===== config.mk =====
export PLATFORM = sky130hd
export DESIGN_NAME = sqmma_controller
export DESIGN_NICKNAME = d
export VERILOG_FILES = /design/src/rtl/core/sqmma_pkg.sv /design/src/rtl/core/sqmma_controller.sv
export VERILOG_INCLUDE_DIRS = /design/src /design/src/rtl/core
export SDC_FILE = /design/constraint.sdc
export NUM_CORES = 1
export LEC_CHECK = 0
export ABC_AREA = 1
export BUFFER_PORTS_ARGS = -buffer_cell sky130_fd_sc_hd__buf_4
export CAP_MARGIN = 15
export CORE_MARGIN = 2
export CORE_UTILIZATION = 37
export CTS_CLUSTER_DIAMETER = 60
export DETAILED_ROUTE_END_ITERATION = 7
export PLACE_DENSITY = 0.9
export SYNTH_ARGS = -nofsm -noshare
export SYNTH_HDL_FRONTEND = slang
export SYNTH_SLANG_ARGS = --single-unit

===== constraint.sdc =====
create_clock -name clk -period 1.8 [get_ports clk]
set_input_delay 0.36 -clock clk [delete_from_list [all_inputs] [get_ports clk]]
set_output_delay 0.36 -clock clk [all_outputs]
set_load 0.01 [all_outputs]

===== src/rtl/core/assert_macros.svh =====
// Assertion helpers shared by the core modules.
`ifndef ASSERT_MACROS_SVH
`define ASSERT_MACROS_SVH

// Check that cons holds in the same cycle whenever ante holds.
`define ASSERT_SAME(label, clk, rst, ante, cons, msg) \
  label: assert property (@(posedge clk) disable iff (rst) (ante) |-> (cons)) \
    else $error(msg);

// Check that cons holds in the cycle after ante holds.
`define ASSERT_NEXT(label, clk, rst, ante, cons, msg) \
  label: assert property (@(posedge clk) disable iff (rst) (ante) |=> (cons)) \
    else $error(msg);

`endif


===== src/rtl/core/sqmma_pkg.sv =====
`default_nettype none

package sqmma_pkg;

  // Field widths
  localparam int IDX_W  = 3;
  localparam int SIZE_W = 4;
  localparam int VAL_W  = 40;
  localparam int AB_W   = 16;
  localparam int PROD_W = 32;

  // Request kinds
  localparam logic [1:0] REQ_LOAD_A  = 2'd0;
  localparam logic [1:0] REQ_LOAD_B  = 2'd1;
  localparam logic [1:0] REQ_LOAD_C  = 2'd2;
  localparam logic [1:0] REQ_COMPUTE = 2'd3;

  // Commands from the controller to the datapath
  typedef struct packed {
    logic                    load_en;
    logic [1:0]              load_sel;
    logic [IDX_W-1:0]        load_row;
    logic [IDX_W-1:0]        load_col;
    logic signed [VAL_W-1:0] load_value;
    logic                    c_rd;
    logic                    issue;
    logic                    issue_last;
    logic [IDX_W-1:0]        i;
    logic [IDX_W-1:0]        j;
    logic [IDX_W-1:0]        k;
    logic                    last_elem;
  } cmd_t;

  // Status from the datapath to the controller
  typedef struct packed {
    logic done;
    logic out_valid;
  } status_t;

endpackage

`default_nettype wire


===== src/rtl/core/sqmma_controller.sv =====
`default_nettype none

`include "assert_macros.svh"

module sqmma_controller #(
  parameter int MAX_N = 8
) (
  input  wire                                 clk,
  input  wire                                 rst,
  input  wire [sqmma_pkg::SIZE_W-1:0]         size_in_use,
  input  wire                                 in_valid,
  output logic                                in_ready,
  input  wire [1:0]                           req_type,
  input  wire [sqmma_pkg::IDX_W-1:0]          row_index,
  input  wire [sqmma_pkg::IDX_W-1:0]          col_index,
  input  wire signed [sqmma_pkg::VAL_W-1:0]   load_value,
  input  sqmma_pkg::status_t                  status,
  output sqmma_pkg::cmd_t                     cmd
);
  import sqmma_pkg::*;

  localparam logic [1:0] ST_IDLE = 2'd0;
  localparam logic [1:0] ST_CRD  = 2'd1;
  localparam logic [1:0] ST_MAC  = 2'd2;
  localparam logic [1:0] ST_WAIT = 2'd3;

  localparam logic [SIZE_W-1:0] MAX_N_S = SIZE_W'(MAX_N);

  logic [1:0]        state;
  logic [1:0]        state_next;
  logic [IDX_W-1:0]  i;
  logic [IDX_W-1:0]  i_next;
  logic [IDX_W-1:0]  j;
  logic [IDX_W-1:0]  j_next;
  logic [IDX_W-1:0]  k;
  logic [IDX_W-1:0]  k_next;
  logic [IDX_W-1:0]  n_m1;
  logic [IDX_W-1:0]  n_m1_next;
  logic [SIZE_W-1:0] n_eff;
  logic              in_range;
  logic              last_elem;

  // Clamp the configured size into 1..MAX_N
  always_comb begin
    if (size_in_use == '0) begin
      n_eff = SIZE_W'(1);
    end else if (size_in_use > MAX_N_S) begin
      n_eff = MAX_N_S;
    end else begin
      n_eff = size_in_use;
    end
  end

  assign in_range  = ({1'b0, row_index} < MAX_N_S) && ({1'b0, col_index} < MAX_N_S);
  assign last_elem = (i == n_m1) && (j == n_m1);
  assign in_ready  = state == ST_IDLE;

  // Sequence loads, element reads, multiply steps and write back
  always_comb begin
    state_next = state;
    i_next     = i;
    j_next     = j;
    k_next     = k;
    n_m1_next  = n_m1;
    cmd            = '0;
    cmd.load_sel   = req_type;
    cmd.load_row   = row_index;
    cmd.load_col   = col_index;
    cmd.load_value = load_value;
    cmd.i          = i;
    cmd.j          = j;
    cmd.k          = k;
    cmd.last_elem  = last_elem;
    unique case (state)
      ST_IDLE: begin
        if (in_valid) begin
          if (req_type == REQ_COMPUTE) begin
            i_next     = '0;
            j_next     = '0;
            n_m1_next  = IDX_W'(n_eff - SIZE_W'(1));
            state_next = ST_CRD;
          end else begin
            cmd.load_en = in_range;
          end
        end
      end
      ST_CRD: begin
        if (!status.out_valid) begin
          cmd.c_rd   = 1'b1;
          k_next     = '0;
          state_next = ST_MAC;
        end
      end
      ST_MAC: begin
        cmd.issue      = 1'b1;
        cmd.issue_last = k == n_m1;
        k_next         = k + IDX_W'(1);
        if (k == n_m1) begin
          state_next = ST_WAIT;
        end
      end
      ST_WAIT: begin
        if (status.done) begin
          if (last_elem) begin
            state_next = ST_IDLE;
          end else begin
            if (j == n_m1) begin
              j_next = '0;
              i_next = i + IDX_W'(1);
            end else begin
              j_next = j + IDX_W'(1);
            end
            state_next = ST_CRD;
          end
        end
      end
      default: state_next = ST_IDLE;
    endcase
  end

  always_ff @(posedge clk) begin
    if (rst) begin
      state <= ST_IDLE;
    end else begin
      state <= state_next;
    end
  end

  always_ff @(posedge clk) begin
    i    <= i_next;
    j    <= j_next;
    k    <= k_next;
    n_m1 <= n_m1_next;
  end

  `ASSERT_SAME(a_done_in_wait, clk, rst, status.done, state == ST_WAIT, "element finished outside wait")
  `ASSERT_SAME(a_read_when_free, clk, rst, cmd.c_rd, !status.out_valid, "element started with output busy")
  `ASSERT_NEXT(a_after_done, clk, rst, status.done, state == ST_CRD || state == ST_IDLE, "no advance after element")

endmodule

`default_nettype wire


Yosys cells after proc, flatten, opt, wreduce, memory -nomap -nowiden. Cells that the tools add are included.

Bits in registers: 14. Bits of input ports: 57. Output and inout bits: 63. Word-level logic and storage cells: 61.

Add/sub/neg operators: 4. Magnitude comparators: 1. Eq/ne operators: 14. Muxes and demuxes: 27. Reductions and logical operators: 10.

Operator list (count): $mux W3 (11); $pmux W3 S2 (3); $mux W2 (6); $ne A2 B2 Y1 const B (6); $reduce_and A5 Y1 (2); $add A3 B1 Y3 const B (3); $eq A3 B3 Y1 (3); $pmux W2 S4 (1); $eq A2 B2 Y1 const B (3); $mux W1 (6); $reduce_and A6 Y1 (1); $gt A4 B4 Y1 const B (1); $logic_not A4 Y1 (1); $reduce_bool A2 Y1 (2); $reduce_and A3 Y1 (1); $sub A3 B1 Y3 const B (1); $eq A2 B1 Y1 const B (1); $logic_not A2 Y1 (1); $ne A2 B1 Y1 const B (1); $reduce_and A2 Y1 (1); $logic_and A1 B1 Y1 (1).

Longest topological paths before layout.
Word-level depth: 5. Mapped depth: 10. Mapped depth without buffers: 10.

Least setup slack after synthesis. Ideal clock, no wire load.

Kind: register to register. Start: reg state[0]. End: reg i[0], enable pin. Library setup time: 0.303 ns. Data arrival time: 1.274 ns. Data required time: 1.497 ns. Setup slack: 0.223 ns. Cell stages (with the launch flop): 7. Buffers on the path: 0. Clock period less this slack: 1.577 ns. Cell sequence: dfxtp_1 -> inv_1 -> ha_1 -> nand2_1 -> nand3_1 -> a21oi_2 -> and2_1.

Cells in the longest elaborated chain, start to end: 3. Elaborated cells between the ends (all ways): 9. Classes of those cells: eq/ne (6); reduce/logical (3).

RTL lines: from (decl) (RTL line sqmma_controller.sv:29) `logic [1:0] state;`; from (signal assigned) (RTL line sqmma_controller.sv:125) `state <= state_next;`; $logic_not A2 Y1 *; named net in_ready (RTL line sqmma_controller.sv:12) `output logic in_ready,`; $ne A2 B1 Y1 (no line), or another cell as far along; $reduce_and A6 Y1 (no line) *; to (signal assigned) (RTL line sqmma_controller.sv:130) `i <= i_next;`; to (decl) (RTL line sqmma_controller.sv:31) `logic [IDX_W-1:0] i;`.

The timed path passes the listed nets; every way through them passes the cells marked *. A chain may end at the register's enable or synchronous reset.

==> metrics.md <==
| Metric | Value |
|---|---|
| Status | `completed` |
| Drt via density | `between 4 and 5` |
| Antenna viol nets, final | `0` |
| Final setup viols | `0` |
| Fmax achieved | `around 590 MHz` |
| Class of the most critical setup path | `reg -> out` |
| Pre-CTS setup slack | `148 ps` |
| Global-route wire length before repair | `3160 um` |
| Clock Power Share | `0.196` |
| Synth Instances | `154` |
| Worst hold slack | `roughly 240 ps` |
| Layout cell share with drive strength beyond 1 | `0.275` |
| Maxcap violations | `0` |
| R2r endpoint | `i[1]$_SDFFCE_PN0P_` |
| Dpl hpwl | `around 1500 um` |
| Number of synthesized flops with an enable pin | `12` |
| Final TNS setup | `0 ps` |
| Drt first pass iters | `4` |
| Main synth FF type | `edfxtp_1` |
| Die W | `about 62 um` |
| Final Cell Area | `1210 um^2` |
| Sw frac | `0.307` |
| Reg clk slew, reported paths | `roughly 80 ps` |
| HP Start | `rst` |
| CTS Buffer Depth | `2` |
| Tmin final | `roughly 1700 ps` |
| Port Buffer Count | `27` |
| Vias in the first global route | `just under 800` |
| Post-route insts no fill | `around 180` |
| CTS tree | `yes` |
| PwrDens | `744 nW/um^2` |
| DIE HEIGHT | `62.5 um` |
| Startpoint Class | `flop` |
| Initial antenna violation count | `0` |
| Setup ws final | `around 100 ps` |
| CP top delay family | `flip-flops` |
| Post-DR wirelength/cell | `a little over 10 um` |
| # clock sinks | `14` |
| Yosys top cell area share | `0.291` |
| Clock latency on the worst-skew pair | `roughly 270 ps` |
| GPL Wtd Cong | `about 0.78` |
| Arrival @ worst endpoint | `about 1300 ps` |
| Tightest Hold Check Type | `in -> reg` |
| WP data required | `between 1000 and 1500 ps` |
| Filler cells | `about 340` |
| Slew Viols, Final | `0` |
| Int Pwr | `624 uW` |
| Leading area contributor after synthesis | `buf_4` |
| Vias | `about 790` |
| Switching Power | `between 200 and 300 uW` |
| Peak supply drop | `0.000389 V` |
| Area contributors post-synth | `buf_4 (29%), edfxtp_1 (28%), ha_1 (7.9%)` |
| LEAKAGE | `around 0.00057 uW` |
| Worst r2r path cells | `9` |
| CP max FO | `3` |
| Die Area | `3900 um^2` |
| Syn nets | `around 220` |
| GRT overflow | `0` |
| Hold_buf cts | `0` |
| Syn_area_per_cell | `8.21 um^2` |
| Commonest non-fill, non-tap cell in the layout | `buf_4` |
| Largest net degree at the start of global routing | `9` |
| Synth warnings | `0` |
| Most frequent cells in the layout | `buf_4 (29), nand2_1 (25), inv_1 (18)` |
| Iteration-0 DRC count of the detailed router | `19` |
| Final Cycle Share | `0.944` |
| DRC Markers | `0` |
| Critical path's largest stage delay | `roughly 450 ps` |
| R2r startpoint | `n_m1[1]$_DFFE_PP_` |
| N_diodes | `0` |
| Worst Tran Pin Value | `255 ps` |
| Worst hold endpoint | `state[0]$_SDFFE_PP0P_` |
| Cell Rows | `21` |
| R2r setup slk | `between 150 and 200 ps` |
| Fin nets | `204` |
| Drt total wl | `1860 um` |
| Critical Path End Type | `primary output` |
| Placed instance count | `roughly 180` |
| FF+latch count, synth | `14` |
| CP Cell Sequence | `buf_4, nand2_1, nand2_1, nand2_1, nor2_1, nand2_2, inv_1, buf_4` |
| Hold Vio Cnt, Final | `0` |
| Most Frequent Cell on Critical Path | `nand2_1` |
| Mapped Area | `~1300 um^2` |
| Total number of H-tree levels | `1` |
| Hold path cells | `2` |
| Ports | `120` |
| Starting Density | `0.382` |
| Logic pwr share | `0.319` |
| Synth-to-Final Area Change | `-4.25%` |
| CP max stage cell | `edfxtp_1` |
| CORE AREA | `3310 um^2` |
| Unrepaired setup endpoints after global routing | `true` |
| Overall Global Routing Usage | `0.0989` |
| WP buf/inv | `3` |
| Sequential area share after synthesis | `0.317` |
| Relative slew margins | `0.829` |
| CTS buffer count | `3` |
| Placed cell area | `1160 um^2` |
| Asr flop ratio synth | `0` |
| Distinct cells, synth | `18` |
| Clock Skew | `roughly 2.5 ps` |
| Root buf cell | `clkbuf_4` |
| Seq pwr share | `0.484` |
-- routing by layer --
layer / GRT usage / up-vias / wire (um) / share of wire
li1: - / 395 / - / -
met1: 0.108 / 343 / 785 / 0.42
met2: 0.163 / 42 / 870 / 0.47
met3: 0.0306 / 8 / 155 / 0.083
met4: 0.0694 / 0 / 45 / 0.024
met5: 0 / - / 0 / 0
-- registers in the layout, summed over array words and instances (netlist names) --
register	count
i	3
j	3
k	3
n_m1	3
state	2
-- cells by family (layout without fill, tap and decap cells) --
family          Yosys count  in the layout  share of synthesized area
compound gates            8              8                     0.0396
xor+xnor                 10             10                     0.0692
fa+ha+maj                 8              8                     0.0791
buf+inv                  67             51                      0.344
flops                    14             14                      0.317
simple gates             47             47                      0.151
-- per-stage QoR --
| step | power (uW) | util |
|---|---|---|
| CTS | 898 | 0.360 |
| floorplan | 719 | - |
| detailed placement | 723 | 0.352 |
| finish | 901 | 0.366 |
| global route | 962 | 0.366 |
| global placement | 716 | 0.352 |
-- final cells by class --
class	count	area, um^2	share of cell area
clock buffer	4	26.3	0.0217
tap	46	57.6	0.0475
inverter	18	67.6	0.0558
timing repair buffer	29	218	0.180
multi-input combinational	73	442	0.365
sequential	14	400	0.331
-- power by group through the flow --
stage          sequential (uW)  combinational [uW]  clock, uW
3_5_place_dp               444                 279          0
4_1_cts                    436                 282        180
5_1_grt                    442                 330        190
3_3_place_gp               441                 275          0
2_1_floorplan              448                 271          0
6_report                   436                 288        177
-- worst max path at each step --
stage	from	to	slack [ps]	cells after the start
after floorplan	state[0]$_SDFFE_PP0P_	i[0]$_SDFFCE_PN0P_	220	6
after global placement	state[0]$_SDFFE_PP0P_	i[1]$_SDFFCE_PN0P_	210	6
after detailed placement	state[0]$_SDFFE_PP0P_	i[1]$_SDFFCE_PN0P_	150	6
after CTS	state[1]$_SDFFE_PP0P_	cmd[61]	60	5
after global routing	n_m1[1]$_DFFE_PP_	cmd[0]	-40	8
final	n_m1[1]$_DFFE_PP_	cmd[0]	100	8
-- worst reg2reg max path, stage by stage, from the launching register on --
cell      delay (ps)
edfxtp_1         450
buf_4            170
nand2_1           50
nand2_1           50
nand2_1           60
nor2_1            40
nand2_2           80
nand2_2           70
a21oi_4          170
and2_1           200
-- cell usage after synthesis, types with 2 or more instances --
cell and instances:
a21oi_1 2, a21oi_2 2, buf_4 49, dfxtp_1 2, edfxtp_1 12, ha_1 8, inv_1 18, nand2_1 25
nand2_2 2, nand3_1 2, nor2_1 15, o21ai_0 3, xnor2_1 8, xor2_1 2
-- repair_timing --
item                       4_1_cts  5_1_grt
gates resized for setup          0        3
setup endpoints to repair        0        5
setup buffers                    0        1
Note: power is estimated with default switching activity, not from simulation.
