===== config.mk =====
export PLATFORM = sky130hd
export DESIGN_NAME = sqmma_datapath
export DESIGN_NICKNAME = d
export VERILOG_FILES = /design/src/rtl/core/sqmma_pkg.sv /design/src/rtl/core/sqmma_datapath.sv
export VERILOG_INCLUDE_DIRS = /design/src /design/src/rtl/core
export SDC_FILE = /design/constraint.sdc
export NUM_CORES = 2
export LEC_CHECK = 0
export ABC_AREA = 1
export BUFFER_PORTS_ARGS = -buffer_cell sky130_fd_sc_hd__buf_4
export CELL_PAD_IN_SITES_DETAIL_PLACEMENT = 1
export CELL_PAD_IN_SITES_GLOBAL_PLACEMENT = 2
export CORE_UTILIZATION = 50
export CTS_BUF_LIST = sky130_fd_sc_hd__clkbuf_4 sky130_fd_sc_hd__clkbuf_8
export CTS_CLUSTER_SIZE = 8
export DETAILED_ROUTE_END_ITERATION = 10
export PLACE_DENSITY = 0.91
export SLEW_MARGIN = 10
export SYNTH_ARGS = -nofsm -noshare
export SYNTH_HDL_FRONTEND = slang
export SYNTH_MEMORY_MAX_BITS = 65536
export SYNTH_SLANG_ARGS = --single-unit
export TNS_END_PERCENT = 30

===== constraint.sdc =====
create_clock -name clk -period 16.5 [get_ports clk]
set_input_delay 0.825 -clock clk [delete_from_list [all_inputs] [get_ports clk]]
set_output_delay 0.825 -clock clk [all_outputs]
set_load 0.01 [all_outputs]

===== src/rtl/core/assert_macros.svh =====
// Assertion helpers shared by the core modules.
`ifndef ASSERT_MACROS_SVH
`define ASSERT_MACROS_SVH

// Check that cons holds in the same cycle whenever ante holds.
`define ASSERT_SAME(label, clk, rst, ante, cons, msg) \
  label: assert property (@(posedge clk) disable iff (rst) (ante) |-> (cons)) \
    else $error(msg);

// Check that cons holds in the cycle after ante holds.
`define ASSERT_NEXT(label, clk, rst, ante, cons, msg) \
  label: assert property (@(posedge clk) disable iff (rst) (ante) |=> (cons)) \
    else $error(msg);

`endif


===== src/rtl/core/sqmma_pkg.sv =====
`default_nettype none

package sqmma_pkg;

  // Field widths
  localparam int IDX_W  = 3;
  localparam int SIZE_W = 4;
  localparam int VAL_W  = 40;
  localparam int AB_W   = 16;
  localparam int PROD_W = 32;

  // Request kinds
  localparam logic [1:0] REQ_LOAD_A  = 2'd0;
  localparam logic [1:0] REQ_LOAD_B  = 2'd1;
  localparam logic [1:0] REQ_LOAD_C  = 2'd2;
  localparam logic [1:0] REQ_COMPUTE = 2'd3;

  // Commands from the controller to the datapath
  typedef struct packed {
    logic                    load_en;
    logic [1:0]              load_sel;
    logic [IDX_W-1:0]        load_row;
    logic [IDX_W-1:0]        load_col;
    logic signed [VAL_W-1:0] load_value;
    logic                    c_rd;
    logic                    issue;
    logic                    issue_last;
    logic [IDX_W-1:0]        i;
    logic [IDX_W-1:0]        j;
    logic [IDX_W-1:0]        k;
    logic                    last_elem;
  } cmd_t;

  // Status from the datapath to the controller
  typedef struct packed {
    logic done;
    logic out_valid;
  } status_t;

endpackage

`default_nettype wire


===== src/rtl/core/sqmma_datapath.sv =====
`default_nettype none

`include "assert_macros.svh"

module sqmma_datapath #(
  parameter int MAX_N = 8
) (
  input  wire                                    clk,
  input  wire                                    rst,
  input  sqmma_pkg::cmd_t                        cmd,
  output sqmma_pkg::status_t                     status,
  output logic                                   out_valid,
  input  wire                                    out_ready,
  output logic signed [sqmma_pkg::VAL_W-1:0]     out_value,
  output logic [sqmma_pkg::IDX_W-1:0]            out_row,
  output logic [sqmma_pkg::IDX_W-1:0]            out_col,
  output logic                                   out_sat,
  output logic                                   out_last
);
  import sqmma_pkg::*;

  localparam int DEPTH = MAX_N * MAX_N;
  localparam int AW    = $clog2(DEPTH);

  // Clip a load value to signed Q8.8
  function automatic logic signed [AB_W-1:0] sat16(input logic signed [VAL_W-1:0] v);
    logic pos_ovf;
    logic neg_ovf;
    pos_ovf = !v[VAL_W-1] && (|v[VAL_W-2:AB_W-1]);
    neg_ovf = v[VAL_W-1] && !(&v[VAL_W-2:AB_W-1]);
    if (pos_ovf) begin
      sat16 = {1'b0, {(AB_W-1){1'b1}}};
    end else if (neg_ovf) begin
      sat16 = {1'b1, {(AB_W-1){1'b0}}};
    end else begin
      sat16 = v[AB_W-1:0];
    end
  endfunction

  logic signed [AB_W-1:0]   a_mem [DEPTH];
  logic signed [AB_W-1:0]   b_mem [DEPTH];
  logic signed [VAL_W-1:0]  c_mem [DEPTH];
  logic [DEPTH-1:0]         c_valid;

  logic [AW-1:0]            ld_addr;
  logic [AW-1:0]            a_raddr;
  logic [AW-1:0]            b_raddr;
  logic [AW-1:0]            c_addr;
  logic signed [AB_W-1:0]   a_q;
  logic signed [AB_W-1:0]   b_q;
  logic signed [VAL_W-1:0]  c_q;
  logic                     c_q_valid;

  logic                     c_pend;
  logic                     ab_pend;
  logic                     ab_last;
  logic                     prod_pend;
  logic                     prod_last;
  logic signed [PROD_W-1:0] prod;
  logic signed [VAL_W-1:0]  acc;
  logic                     clip;

  logic signed [VAL_W:0]    sum;
  logic                     sum_ovf;
  logic signed [VAL_W-1:0]  sum_sat;
  logic                     done;

  assign ld_addr = AW'(cmd.load_row * MAX_N + cmd.load_col);
  assign a_raddr = AW'(cmd.i * MAX_N + cmd.k);
  assign b_raddr = AW'(cmd.k * MAX_N + cmd.j);
  assign c_addr  = AW'(cmd.i * MAX_N + cmd.j);

  // A store: write on load, read each issued step
  always_ff @(posedge clk) begin
    if (cmd.load_en && cmd.load_sel == REQ_LOAD_A) begin
      a_mem[ld_addr] <= sat16(cmd.load_value);
    end
    a_q <= a_mem[a_raddr];
  end

  // B store
  always_ff @(posedge clk) begin
    if (cmd.load_en && cmd.load_sel == REQ_LOAD_B) begin
      b_mem[ld_addr] <= sat16(cmd.load_value);
    end
    b_q <= b_mem[b_raddr];
  end

  // C store: load or write back of a finished element
  always_ff @(posedge clk) begin
    if (cmd.load_en && cmd.load_sel == REQ_LOAD_C) begin
      c_mem[ld_addr] <= cmd.load_value;
    end else if (done) begin
      c_mem[c_addr] <= sum_sat;
    end
    c_q <= c_mem[c_addr];
  end

  // Track which C entries hold written data; others read as zero
  always_ff @(posedge clk) begin
    if (rst) begin
      c_valid   <= '0;
      c_q_valid <= 1'b0;
    end else begin
      if (cmd.load_en && cmd.load_sel == REQ_LOAD_C) begin
        c_valid[ld_addr] <= 1'b1;
      end else if (done) begin
        c_valid[c_addr] <= 1'b1;
      end
      c_q_valid <= c_valid[c_addr];
    end
  end

  // Advance the read and multiply pipeline flags
  always_ff @(posedge clk) begin
    if (rst) begin
      c_pend    <= 1'b0;
      ab_pend   <= 1'b0;
      ab_last   <= 1'b0;
      prod_pend <= 1'b0;
      prod_last <= 1'b0;
    end else begin
      c_pend    <= cmd.c_rd;
      ab_pend   <= cmd.issue;
      ab_last   <= cmd.issue && cmd.issue_last;
      prod_pend <= ab_pend;
      prod_last <= ab_last;
    end
  end

  // Register the product
  always_ff @(posedge clk) begin
    prod <= a_q * b_q;
  end

  // Add with saturation to the signed 40-bit range
  assign sum     = {acc[VAL_W-1], acc} + {{(VAL_W+1-PROD_W){prod[PROD_W-1]}}, prod};
  assign sum_ovf = sum[VAL_W] != sum[VAL_W-1];
  assign sum_sat = !sum_ovf ? sum[VAL_W-1:0]
                 : (sum[VAL_W] ? {1'b1, {(VAL_W-1){1'b0}}} : {1'b0, {(VAL_W-1){1'b1}}});
  assign done    = prod_pend && prod_last;

  // Accumulator and clip flag
  always_ff @(posedge clk) begin
    if (c_pend) begin
      acc  <= c_q_valid ? c_q : '0;
      clip <= 1'b0;
    end else if (prod_pend) begin
      acc  <= sum_sat;
      clip <= clip | sum_ovf;
    end
  end

  // Output register: load a finished element, drop it when taken
  always_ff @(posedge clk) begin
    if (rst) begin
      out_valid <= 1'b0;
    end else if (done) begin
      out_valid <= 1'b1;
    end else if (out_ready) begin
      out_valid <= 1'b0;
    end
  end

  always_ff @(posedge clk) begin
    if (done) begin
      out_value <= sum_sat;
      out_row   <= cmd.i;
      out_col   <= cmd.j;
      out_sat   <= clip | sum_ovf;
      out_last  <= cmd.last_elem;
    end
  end

  assign status.done      = done;
  assign status.out_valid = out_valid;

  `ASSERT_SAME(a_no_overwrite, clk, rst, done, !out_valid, "finished element overwrote a pending item")

endmodule

`default_nettype wire


* Word-level counts from Yosys, hierarchy flattened
Memory sizes are Yosys's and may differ from the RTL's. A register that Yosys moved wholly into a read port is not among the register bits.
Index checks and enable logic that the tools add are counted.
** Word-level totals
- Bits in writable memories :: 4608
- Word-level logic and storage cells :: 84
- Memories :: 3
- Register bits :: 192
- Output and inout bits :: 51
** Operators by class
- Add/subtract/negate cells :: 5
- Multiplexer cells :: 31
- Magnitude comparators :: 4
- Multipliers :: 1
- Equal/unequal tests :: 3
- Bitwise operators :: 3
- Reductions and logical operators :: 18
** Memory list
- c_mem :: words 64, width 40, read ports 1, clocked after memory_dff 1, write ports 1, line sqmma_datapath.sv:42 : logic signed [VAL_W-1:0] c_mem [DEPTH];
- a_mem :: words 64, width 16, read ports 1, clocked after memory_dff 1, write ports 1, line sqmma_datapath.sv:40 : logic signed [AB_W-1:0] a_mem [DEPTH];
- b_mem :: words 64, width 16, read ports 1, clocked after memory_dff 1, write ports 1, line sqmma_datapath.sv:41 : logic signed [AB_W-1:0] b_mem [DEPTH];
** Operator list (number)
- $mux 40 :: 6
- $mux 64 :: 2
- $or 64x64->64 :: 2
- $mux 16 :: 4
- $add 40x32->41 :: 1
- $reduce_or 40->1 :: 1
- $mul 16x16->32 :: 1
- $add 6x3->6 :: 4
- $reduce_and 24->1 :: 1
- $reduce_or 24->1 :: 1
- $mux 1 :: 15
- $lt 6x7->1 const B :: 2
- $demux 1 s6 :: 2
- $ge 6x1->1 const B :: 2
- $logic_and 1x1->1 :: 9
- $bmux 1 s6 :: 1
- $mux 6 :: 1
- $reduce_bool 2->1 :: 3
- $eq 2x1->1 const B :: 1
- $eq 2x2->1 const B :: 1
- $logic_not 1->1 :: 2
- $logic_not 2->1 :: 1
- $ne 1x1->1 :: 1
- $or 1x1->1 :: 1

* Longest topological paths before layout
- Word-level depth :: 8
- Mapped depth :: 27

* Worst setup path before layout
Ideal clock, no wire load.
- Kind :: register -> register
- Start point :: reg a_q[15] (read register of a_mem)
- End point :: reg prod[31]
- Setup time :: 0.112 ns
- Setup slack :: 10.862 ns
- Stages on the path, launching flop included :: 22
- Data arrival time :: 5.526 ns
- Clock period less this slack :: 5.638 ns
- Path buffers :: 1
- Path through :: dfxtp_1 clkbuf_1 nand2_1 inv_1 fa_1 fa_1 fa_1 fa_1 fa_1 inv_1 fa_1 inv_1 ha_1 nand2_1 nor2_1 nor2b_1 nand4_1 nand3_1 a21o_1 a21oi_1 nand2_1 nand2_1
** Between the ends
- Longest elaborated chain between the ends :: 1
** Ends and longest elaborated chain
- from (decl) :: line sqmma_datapath.sv:49 : logic signed [AB_W-1:0] a_q;
- $mul 16x16->32 :: line sqmma_datapath.sv:133 : prod <= a_q * b_q;
- to (signal assigned) :: line sqmma_datapath.sv:133
- to (decl) :: line sqmma_datapath.sv:59 : logic signed [PROD_W-1:0] prod;
No other way between the ends.
A chain may end at the register's enable or synchronous reset.

* Worst setup path in the final report
- Start point :: reg b_q[4] (read register of b_mem)
- End point :: reg prod[31]
** Between the ends
- Longest elaborated chain between the ends :: 1
** Ends and longest elaborated chain
- from (decl) :: line sqmma_datapath.sv:50 : logic signed [AB_W-1:0] b_q;
- $mul 16x16->32 :: line sqmma_datapath.sv:133
No other way between the ends.

==> impl_metrics.json <==
{
  "run_status": "finished, final reports clean",
  "pwr-share-clk_pct": 28.0,
  "place_hpwl_um": 389000,
  "grt_max_degree": 181,
  "relSlewSlack_pct": 8.57,
  "drc": 0,
  "p_sw_share_pct": 35.6,
  "yosys-top-cells-count": "edfxtp_1 (4696), nand2_1 (3256), nor2_1 (1096), inv_1 (794), o21ai_0 (665)",
  "ys_seq_area_share_pct": 73.6,
  "crit_start": "b_q[4]",
  "synth.area.top_cells": "edfxtp_1 (72%), nand2_1 (6.2%), fa_1 (2.7%)",
  "top_level_ports": 116,
  "cts_buffers": 745,
  "synth_area_sq_um": 196000,
  "crit_path_start_kind": "flip-flop",
  "ant_nets": 0,
  "worstPathArrival_ns": 7.70,
  "via_per_inst": 6.42,
  "antenna_found_initial": 47,
  "clock_sinks": 4872,
  "core_area_sq_um": 390000,
  "finalMaxSlewViolations": 0,
  "ys_warn_count": 0,
  "leakage_nw": 75.3,
  "dieArea_sq_um": 395000,
  "htreeDepth": 6,
  "cts_tree": "done",
  "switchingPower_mw": 12.7,
  "synth_edf_count": 4696,
  "setup.worst_path.end_class": "flip-flop",
  "p_int_mw": 23.0,
  "synth.top_cell.area_share_pct": 71.8,
  "syn_nets": 14956,
  "first_iter_violations": 18041,
  "nets": 15403,
  "wl_per_cell_um": 32.7,
  "min_period_over_period_pct": 39.8,
  "dieWidth_um": 629,
  "critPathCapture": "prod[31]",
  "worst_pin_slew_ns": 1.37,
  "drt-pass1-iter-count": 6,
  "synth.avg_cell_area_sq_um": 13.5,
  "drive_above_1_share_pct": 13.2,
  "fin_area_sq_um": 219000,
  "cts_resized": 0,
  "yosysUniqueCellTypes": 60,
  "crit_required_ns": 17.63,
  "die_y_um": 629,
  "crit_type": "reg2reg",
  "rr_startpoint": "b_q[4]",
  "multi_input_area_sq_um": 46200,
  "hp-start": "rst",
  "max_freq_mhz": 152,
  "drv_cap": 0,
  "p_seq_share_pct": 39.8,
  "final_hold_viol_count": 0,
  "wl_um": 676000,
  "grt_usage_pct": 33.6,
  "grt-ovfl-total": 0,
  "port_buffers": 115,
  "setup_tns_ns": 0,
  "start_util_pct": 50.4,
  "cellPowerDensity_nw_per_um2": 163,
  "critPathMaxFanout": 16,
  "synthFlopType": "edfxtp_1",
  "r2r_slack_ns": 9.93,
  "clockBufferDepth": 4,
  "root_buffer": "clkbuf_8",
  "async_flop_share_pct": 0,
  "nFillCells": 37813,
  "post_dp_cell_area_sq_um": 204000,
  "cts.clk_slew.worst_paths_ns": 0.06,
  "r2r_end": "prod[31]",
  "synth_most_common_cell": "edfxtp_1",
  "clk_latency_ns": 1.32,
  "grt_pass1_vias": 137972,
  "syn2layout_area_growth_pct": 11.3,
  "synth_seq_cells": 4872,
  "period_needed_ns": 6.57,
  "via_count": 132966,
  "syn_inst": 14506,
  "rr_worst_depth": 20,
  "grt_pass1_wl_um": 961000,
  "rows": 229,
  "finalSetupViolCount": 0,
  "hold_path_class": "in2reg",
  "yosys.area.top_type": "edfxtp_1",
  "gp_congestion": 0.888,
  "clock_skew_ns": 0.101,
  "ff_latch_area_sq_um": 145000,
  "power_frac_comb_pct": 32.2,
  "ir_drop_mv": 0.456,
  "postCtsSetupBuffers": 0,
  "rsz0062_at_grt": "false"
}
area by class of cell:
type	instances	share of cell area, %
flip-flops and latches	4872	66.1
diodes	30	0.0343
well taps	5197	2.97
clock inverters	146	0.542
repair buffers	485	1.75
inverters	825	1.45
clock buffers	1118	6.04
multi-input cells	8024	21.1
through the flow:
stage / setup slack (ns) / util [%] / hold slack [ns] / power [mW] / instances
after floorplan: 10.86 / - / 0.388 / 22.3 / 14506
after global placement: 10.11 / 52.3 / 0.392 / 25.5 / 19390
after detailed placement: 9.98 / 52.3 / 0.410 / 25.9 / 19391
after CTS: 9.92 / 56.0 / 0.0893 / 35.7 / 20666
after global routing: 9.61 / 56.1 / 0.151 / 37.4 / 20677
final: 9.93 / 56.1 / 0.174 / 35.7 / 20697
routing by layer:
metal	vias up	GRT usage, %	share of wire (%)
li1	53692	-	-
met1	68033	44.2	36
met2	9406	53.0	46
met3	1807	8.30	13
met4	28	15.1	4.9
met5	-	0	0.026
worst max-delay path: stages (launching register included):
cell     delay, ns
dfxtp_1       0.82
nand2_1       0.28
fa_1          0.64
inv_1         0.09
fa_1          0.84
fa_1          0.54
fa_1          0.50
fa_1          0.49
inv_1         0.05
fa_1          0.48
inv_1         0.04
ha_1          0.38
nand2_1       0.15
nor2_1        0.15
nor2b_1       0.20
nand4_1       0.11
nand3_1       0.19
a21o_1        0.26
a21oi_1       0.10
nand2_1       0.07
nand2_1       0.06
flip-flops by register name, indices dropped and copies added, names as in the netlist, 3 cells and up:
signal and flops:
c_valid 64, c_mem 2560, out_row 3, prod 32
out_value 40, a_mem 1024, b_mem 1024, a_q 16
acc 40, c_q 40, b_q 16, out_col 3
power groups by stage:
stage / Combinational [mW] / Sequential (mW) / Clock [mW]
2_1_floorplan: 8.01 / 14.3 / 0
3_3_place_gp: 11.0 / 14.5 / 0
3_5_place_dp: 11.4 / 14.5 / 0
4_1_cts: 11.5 / 14.2 / 10.0
5_1_grt: 12.7 / 14.2 / 10.4
6_report: 11.5 / 14.2 / 9.99
worst min path at each step:
stage	end	slack, ns	depth (start not counted)
6_report	c_valid[7]	0.17	2
5_1_grt	c_valid[3]	0.15	4
4_1_cts	c_valid[49]	0.09	2
3_5_place_dp	prod_last	0.41	2
3_3_place_gp	prod_last	0.39	2
2_1_floorplan	prod_last	0.39	2
cell families after synthesis:
kind of cell,after synthesis,share of synthesized area [%]
and+or+nand+nor,5291,11.4
DFF,4872,73.6
AOI/OAI and AO/OA,2296,7.97
buffers and inverters,1610,3.42
adders and majority gates,385,3.46
xor gates and xnor gates,52,0.232
cells in the final DEF (no fill, tap or decap), types with 12 or more instances in the layout:
master | netlist | layout
edfxtp_1 | 4696 | 4696
nand2_1 | 3256 | 3216
nor2_1 | 1096 | 964
inv_1 | 794 | 781
clkbuf_8 | 0 | 771
o21ai_0 | 665 | 664
buf_4 | 32 | 460
a22oi_1 | 431 | 431
nand4_1 | 392 | 392
clkbuf_4 | 0 | 348
nand3_1 | 318 | 314
a21oi_1 | 298 | 298
a221oi_1 | 298 | 298
fa_1 | 263 | 263
o221ai_1 | 190 | 190
dfxtp_1 | 176 | 176
a22o_1 | 160 | 160
ha_1 | 122 | 122
nand2_4 | 81 | 90
nor2_4 | 6 | 85
o22ai_1 | 74 | 74
clkinv_1 | 1 | 71
o211ai_1 | 70 | 70
nor2_2 | 15 | 68
nand2_2 | 19 | 50
and3_1 | 43 | 43
xor2_1 | 37 | 37
inv_2 | 29 | 32
diode_2 | 0 | 30
o2111a_1 | 28 | 28
nor3_1 | 23 | 22
clkinv_2 | 0 | 20
inv_8 | 0 | 19
xnor2_1 | 15 | 15
a21boi_0 | 13 | 13
a211oi_1 | 13 | 13
o21bai_1 | 12 | 12
inv_6 | 0 | 12
what timing repair did:
action                                  CTS  global route
endpoints found under the setup margin    0             0
endpoints found under the hold margin    11             0
hold buffers                             11             0
No activity file was read; power rests on OpenSTA's default activity.
